==> src/sv/gpr_pkg.sv <==
`timescale 1ns / 1ps
// ---------------------------------------------------------------------------
// gpr_pkg
// Shared types and constants of the grid point registry: command and status
// codes, controller states, store entry layouts and control structs.
// ---------------------------------------------------------------------------
package gpr_pkg;

  localparam int COORD_W  = 6;
  localparam int ID_W     = 10;
  localparam int COUNT_W  = 11;
  localparam int VALUE_W  = 32;
  localparam int ID_DEPTH = 1024;

  // configuration register indexes
  localparam logic REG_GRID_ROWS    = 1'b0;
  localparam logic REG_GRID_COLUMNS = 1'b1;

  typedef enum logic [1:0] {
    CMD_ADD  = 2'd0,
    CMD_CELL = 2'd1,
    CMD_ID   = 2'd2
  } cmd_t;

  typedef enum logic [1:0] {
    STAT_OK      = 2'd0,
    STAT_EXISTS  = 2'd1,
    STAT_RANGE   = 2'd2,
    STAT_MISSING = 2'd3
  } status_t;

  typedef enum logic [1:0] {
    S_CLEAR,
    S_IDLE,
    S_FETCH,
    S_EXEC
  } ctl_state_t;

  typedef struct packed {
    logic               used;
    logic [ID_W-1:0]    id;
    logic [VALUE_W-1:0] value;
  } cell_entry_t;

  typedef struct packed {
    logic               used;
    logic [COORD_W-1:0] row;
    logic [COORD_W-1:0] col;
  } id_entry_t;

  // controller to datapath
  typedef struct packed {
    logic clear;
    logic accept;
    logic fetch;
    logic exec;
  } dp_cmd_t;

  // datapath to controller
  typedef struct packed {
    logic clear_last;
  } dp_stat_t;

endpackage

==> src/sv/gpr_ctrl.sv <==
`timescale 1ns / 1ps
// ---------------------------------------------------------------------------
// gpr_ctrl
// Controller of the grid point registry: clearing pass after reset, command
// accept, optional second store read for id lookup, and execute step.
// ---------------------------------------------------------------------------
module gpr_ctrl (
  input  logic             clk,
  input  logic             rst,
  input  logic             start,
  input  logic [1:0]       command,
  input  gpr_pkg::dp_stat_t stat,
  output gpr_pkg::dp_cmd_t  cmd,
  output logic             busy
);
  import gpr_pkg::*;

  ctl_state_t state, state_next;

  // state register
  always_ff @(posedge clk) begin
    if (rst) begin
      state <= S_CLEAR;
    end else begin
      state <= state_next;
    end
  end

  // next state
  always_comb begin
    state_next = state;
    case (state)
      S_CLEAR: begin
        if (stat.clear_last) state_next = S_IDLE;
      end
      S_IDLE: begin
        if (start) begin
          if (command == CMD_ID) state_next = S_FETCH;
          else state_next = S_EXEC;
        end
      end
      S_FETCH: state_next = S_EXEC;
      S_EXEC:  state_next = S_IDLE;
      default: state_next = S_CLEAR;
    endcase
  end

  // outputs
  always_comb begin
    cmd.clear  = 1'b0;
    cmd.accept = 1'b0;
    cmd.fetch  = 1'b0;
    cmd.exec   = 1'b0;
    busy       = 1'b1;
    case (state)
      S_CLEAR: cmd.clear = 1'b1;
      S_IDLE: begin
        busy       = 1'b0;
        cmd.accept = start;
      end
      S_FETCH: cmd.fetch = 1'b1;
      S_EXEC:  cmd.exec  = 1'b1;
      default: busy = 1'b1;
    endcase
  end

endmodule

==> config.mk <==
export PLATFORM = sky130hd
export DESIGN_NAME = gpr_ctrl
export DESIGN_NICKNAME = d
export VERILOG_FILES = /design/src/sv/gpr_pkg.sv /design/src/sv/gpr_ctrl.sv
export SDC_FILE = /design/constraint.sdc
export NUM_CORES = 1
export LEC_CHECK = 0
export ABC_AREA = 1
export BUFFER_PORTS_ARGS = -buffer_cell sky130_fd_sc_hd__buf_4
export CORE_AREA = 2 2 39 41
export DETAILED_ROUTE_END_ITERATION = 10
export DIE_AREA = 0 0 41 43
export PLACE_DENSITY_LB_ADDON = 0.2
export SLEW_MARGIN = 10
export SYNTH_ARGS = -nofsm -noshare
export SYNTH_HDL_FRONTEND = slang
export SYNTH_SLANG_ARGS = --single-unit
==> constraint.sdc <==
create_clock -name clk -period 1.5 [get_ports clk]
set_input_delay 0 -clock clk [delete_from_list [all_inputs] [get_ports clk]]
set_output_delay 0 -clock clk [all_outputs]
set_load 0.03 [all_outputs]
* Yosys cells after proc, flatten, opt, wreduce, memory -nomap -nowiden
Index checks and enable logic that the tools add are counted.
** Word-level totals
- Flip-flop bits (word level) :: 2
- Input port bits :: 6
- Output and inout port bits :: 5
- Word-level logic and storage cells :: 18
** Cells by class
- Muxes and demuxes :: 9
- Reductions and logical operators :: 2
- Equal/unequal tests :: 6
** Operators by type and width (number)
- $pmux 2 s4 :: 1
- $eq 2x2->1 const B :: 3
- $mux 1 :: 6
- $mux 2 :: 2
- $ne 2x2->1 const B :: 2
- $eq 2x1->1 const B :: 1
- $logic_not 2->1 :: 1
- $reduce_and 2->1 :: 1

* Longest topological paths before layout
- Depth in word-level cells :: 4
- Depth in mapped cells :: 7
- Mapped depth without buffers :: 7

* Worst setup path before layout
Ideal clock, no wire load.
- Kind :: reg-to-reg
- From :: reg state[1]
- To :: reg state[0]
- Buffers on the path :: 0
- Setup time :: 0.112 ns
- Clock period less this slack :: 1.189 ns
- Arrival :: 1.077 ns
- Slack :: 0.311 ns
- Data required time :: 1.388 ns
- Cell stages (with the launch flop) :: 7
- Cell sequence :: dfxtp_1 -> inv_1 -> ha_1 -> nand2_4 -> nand3_2 -> nor2_1 -> nor2_1
** Between the ends
- Cells in the longest elaborated chain, start to end :: 3
- Elaborated cells on any way between the ends :: 8
- Those cells by class :: eq/ne (5); mux (1); reduce/logical (2)
** Ends and longest elaborated chain
- start, declared :: line gpr_ctrl.sv:18 : ctl_state_t state, state_next;
- start signal, assigned :: line gpr_ctrl.sv:25 : state <= state_next;
- $eq 2x1->1 / $logic_not 2->1 (equally long branches) :: line gpr_ctrl.sv:32 : case (state)
- $ne 2x2->1 (no line)
- $reduce_and 2->1 (no line)
Several ways; a longest one is shown, not always the timed one.
A chain may end at the register's enable or synchronous reset.

==> flow_summary_export.csv <==
group,metric,value,unit
setup_path,required,1.50,ns
die,io_pins,11,
die,coreArea,1380,um2
clock_tree,cts_tree,"done",
sta,rsz0062_at_grt,"false",
yosys,synth-simple-area-share,34.6,%
setup_path,crit_path_end_kind,"output port",
pwr,total_power,688,uW
yosys,synth_ff_type,"dfxtp_1",
yosys,synthAdderAreaFrac,24.7,%
sta,hold_viol,0,
run_status,run_status,"completed",
route,drc_errors,0,
sta,finalCritPeriodShare,77.1,%
placed_design,dpl.hpwl,316,um
yosys,syn_inst,29,
sta,skew,0.00295,ns
pwr,p_seq_share,15.4,%
route,via_count,192,
sta,timing.fmax,864,MHz
yosys,synth_top_family_by_area,"simple AND/OR/NAND/NOR gates",
placed_design,dp_cells,55,
clock_tree,clock-root-buffer,"clkbuf_4",
die,die_w,41,um
pwr,p_leak,0.000194,uW
cells_and_area,fin_area,330,um2
pwr,power.internal,350,uW
sta,relSlewSlack,90.3,%
yosys,synth_top_area_share,24.7,%
route,totalWireLength,377,um
pwr,netSwitchingPower,338,uW
route,avgRoutedWirePerCell,6.39,um
sta,setup_viol,0,
cells_and_area,num_antenna_cells,0,
clock_tree,numCtsBuffers,3,
die,initial_utilization,14.6,%
setup_path,crit_chain,"inv_1, ha_1, nand2_1, inv_1, buf_4",
setup_path,crit_fanout,4,
sta,worst_pin_slew,0.145,ns
setup_path,cp_data_arrival_time,1.16,ns
cells_and_area,drive_above_1_share,44.2,%
clock_tree,clkTransAtPathRegs,0.03,ns
sta,setup_tns,0,ns
cells_and_area,syn_to_final_growth,63.0,%
yosys,synth-seq-cells,2,
route,viasPerCell,3.25,
setup_path,critPathKind,"reg2out",
setup_path,critPathMaxStageDelay,0.37,ns
cells_and_area,fillCellCount,157,
setup_path,cp_slowest_cell,"dfxtp_1",
yosys,ys_top_cells_by_count,"inv_1 (9), nand2_1 (6), ha_1 (4)",
route,dr.first_iter.drc_count,3,
yosys,synthMuxAreaShare,0,%
placed_design,gp_congestion,0.569,
grt,grt_start_max_net_pins,5,
clock_tree,clk_path_buf_depth,2,
yosys,postSynthAreaPerCell,6.99,um2
placed_design,dpl_cell_area,298,um2
pwr,power.density,2080,nW/um2
clock_tree,post_cts_buffers,0,
grt,overflow,0,
die,row_count,14,
pwr,vdd_drop_max,530,uV
placed_design,portBuffers,10,
yosys,synth_xor_area_share,0,%
clock_tree,insertion_delay,0.22,ns
clock_tree,clock-sinks,2,
route,dr.pass1.iters,2,
grt,grt_first_pass_wirelength,690,um
grt,grt_pass1_vias,186,
route,drtAntennaViolNets,0,
yosys,syn-cell-area,203,um2
grt,grt_usage,6.31,%
yosys,synth-compound-area-share,4.32,%
yosys,synth-edff-count,0,
yosys,yosysTopAreaCell,"ha_1",
cells_and_area,fin_nets,55,
yosys,synth_cell_types,9,
cells_and_area,fin_util,23.9,%
sta,finalMaxSlewViolations,0,
cells_and_area,top_register,"state",
clock_tree,h-tree-depth,1,
yosys,ys_warn_count,0,
grt,antenna_found_initial,0,
setup_path,start_kind,"flop",
pwr,p_sw_share,49.2,%
sta,fin_crit,1.16,ns
yosys,ys_seq_area_share,19.8,%
flow_run,drv_cap,0,
die,dieArea,1760,um2
yosys,synth_fp_nets,39,
cells_and_area,reg_top3,"state (2)",
yosys,synth.top_cells.by_area,"ha_1 (25%), dfxtp_1 (20%), inv_1 (17%)",
cells_and_area,layoutNonFillerInstCount,59,
pwr,power.clock.fraction,17.1,%
worst_hold_path,min_path_type,"in2reg",
yosys,synth_most_common_cell,"inv_1",
yosys,postSynth.asyncResetShare,0,%
cells_and_area,largest_reg_flops,2,
die,die_h,43,um
setup_path,path_common_cell,"inv_1",
pwr,combPwrFrac,67.5,%
## critical path, delay by kind of cell (launching register included)
family / cells / cell delay, ns
flip-flops: 1 / 0.37
buffers and inverters: 3 / 0.26
adder cells (fa/ha/maj): 1 / 0.23
AND/OR/NAND/NOR: 1 / 0.07
## cell type report
| type | count | area (um2) | share of cell area [%] |
|---|---|---|---|
| clock buffer | 3 | 22.5 | 6.82 |
| timing repair buffer | 11 | 85.1 | 25.8 |
| sequential | 2 | 40.0 | 12.1 |
| multi-input combinational | 18 | 129 | 39.0 |
| inverter | 9 | 33.8 | 10.2 |
| tap | 16 | 20.0 | 6.06 |
## routing by layer
metal  track usage, %  share of wire [%]  wire, um
met5                0                  0         0
met1             6.69                 45       168
met2             7.50                 45       171
met3             4.71                9.8        37
met4             6.00                  0         0
## power groups by stage
| stage | logic, uW | clock network (uW) | registers [uW] |
|---|---|---|---|
| floorplan | 352 | 0 | 101 |
| global placement | 481 | 0 | 107 |
| detailed placement | 472 | 0 | 107 |
| CTS | 474 | 127 | 107 |
| global route | 519 | 136 | 111 |
| finish | 464 | 118 | 106 |
## per-stage QoR
step | worst slack, ns | hold WS (ns)
floorplan | 0.311 | 0.0624
detailed placement | 0.360 | 0.174
global route | 0.241 | 0.181
finish | 0.343 | 0.155
CTS | 0.320 | 0.149
global placement | 0.358 | 0.175
## cells in the final DEF (no fill, tap or decap), drive strengths merged
| master | netlist | layout |
|---|---|---|
| nand3 | 1 | 1 |
| nor2 | 2 | 2 |
| ha | 4 | 4 |
| a21oi | 1 | 1 |
| nand2 | 10 | 10 |
| buf | 0 | 10 |
| dfxtp | 2 | 2 |
| clkbuf | 0 | 3 |
| dlygate4sd3 | 0 | 1 |
| inv | 9 | 9 |
## cell families (layout without fill, tap and decap cells)
logic type,Yosys count,in the layout
buffers and inverters,9,23
adder cells (fa/ha/maj),4,4
AND/OR/NAND/NOR,13,13
flip-flops,2,2
AO/OA/AOI/OAI,1,1
## path summary, 6_finish.rpt
path	slack (ns)	cells past startpoint	endpoint	start
hold reg to reg	0.50	2	state[1]	state[1]
setup / recovery	0.34	5	cmd[2]	state[1]
setup reg to reg	0.37	6	state[0]	state[1]
hold / removal	0.15	6	state[1]	stat
## repair_timing
item                                    4_1_cts  5_1_grt
resized for setup                             0        0
hold buffers                                  1        0
endpoints found under the setup margin        0        0
hold endpoints to repair                      1        0
Note: power is estimated with default switching activity, not from simulation.
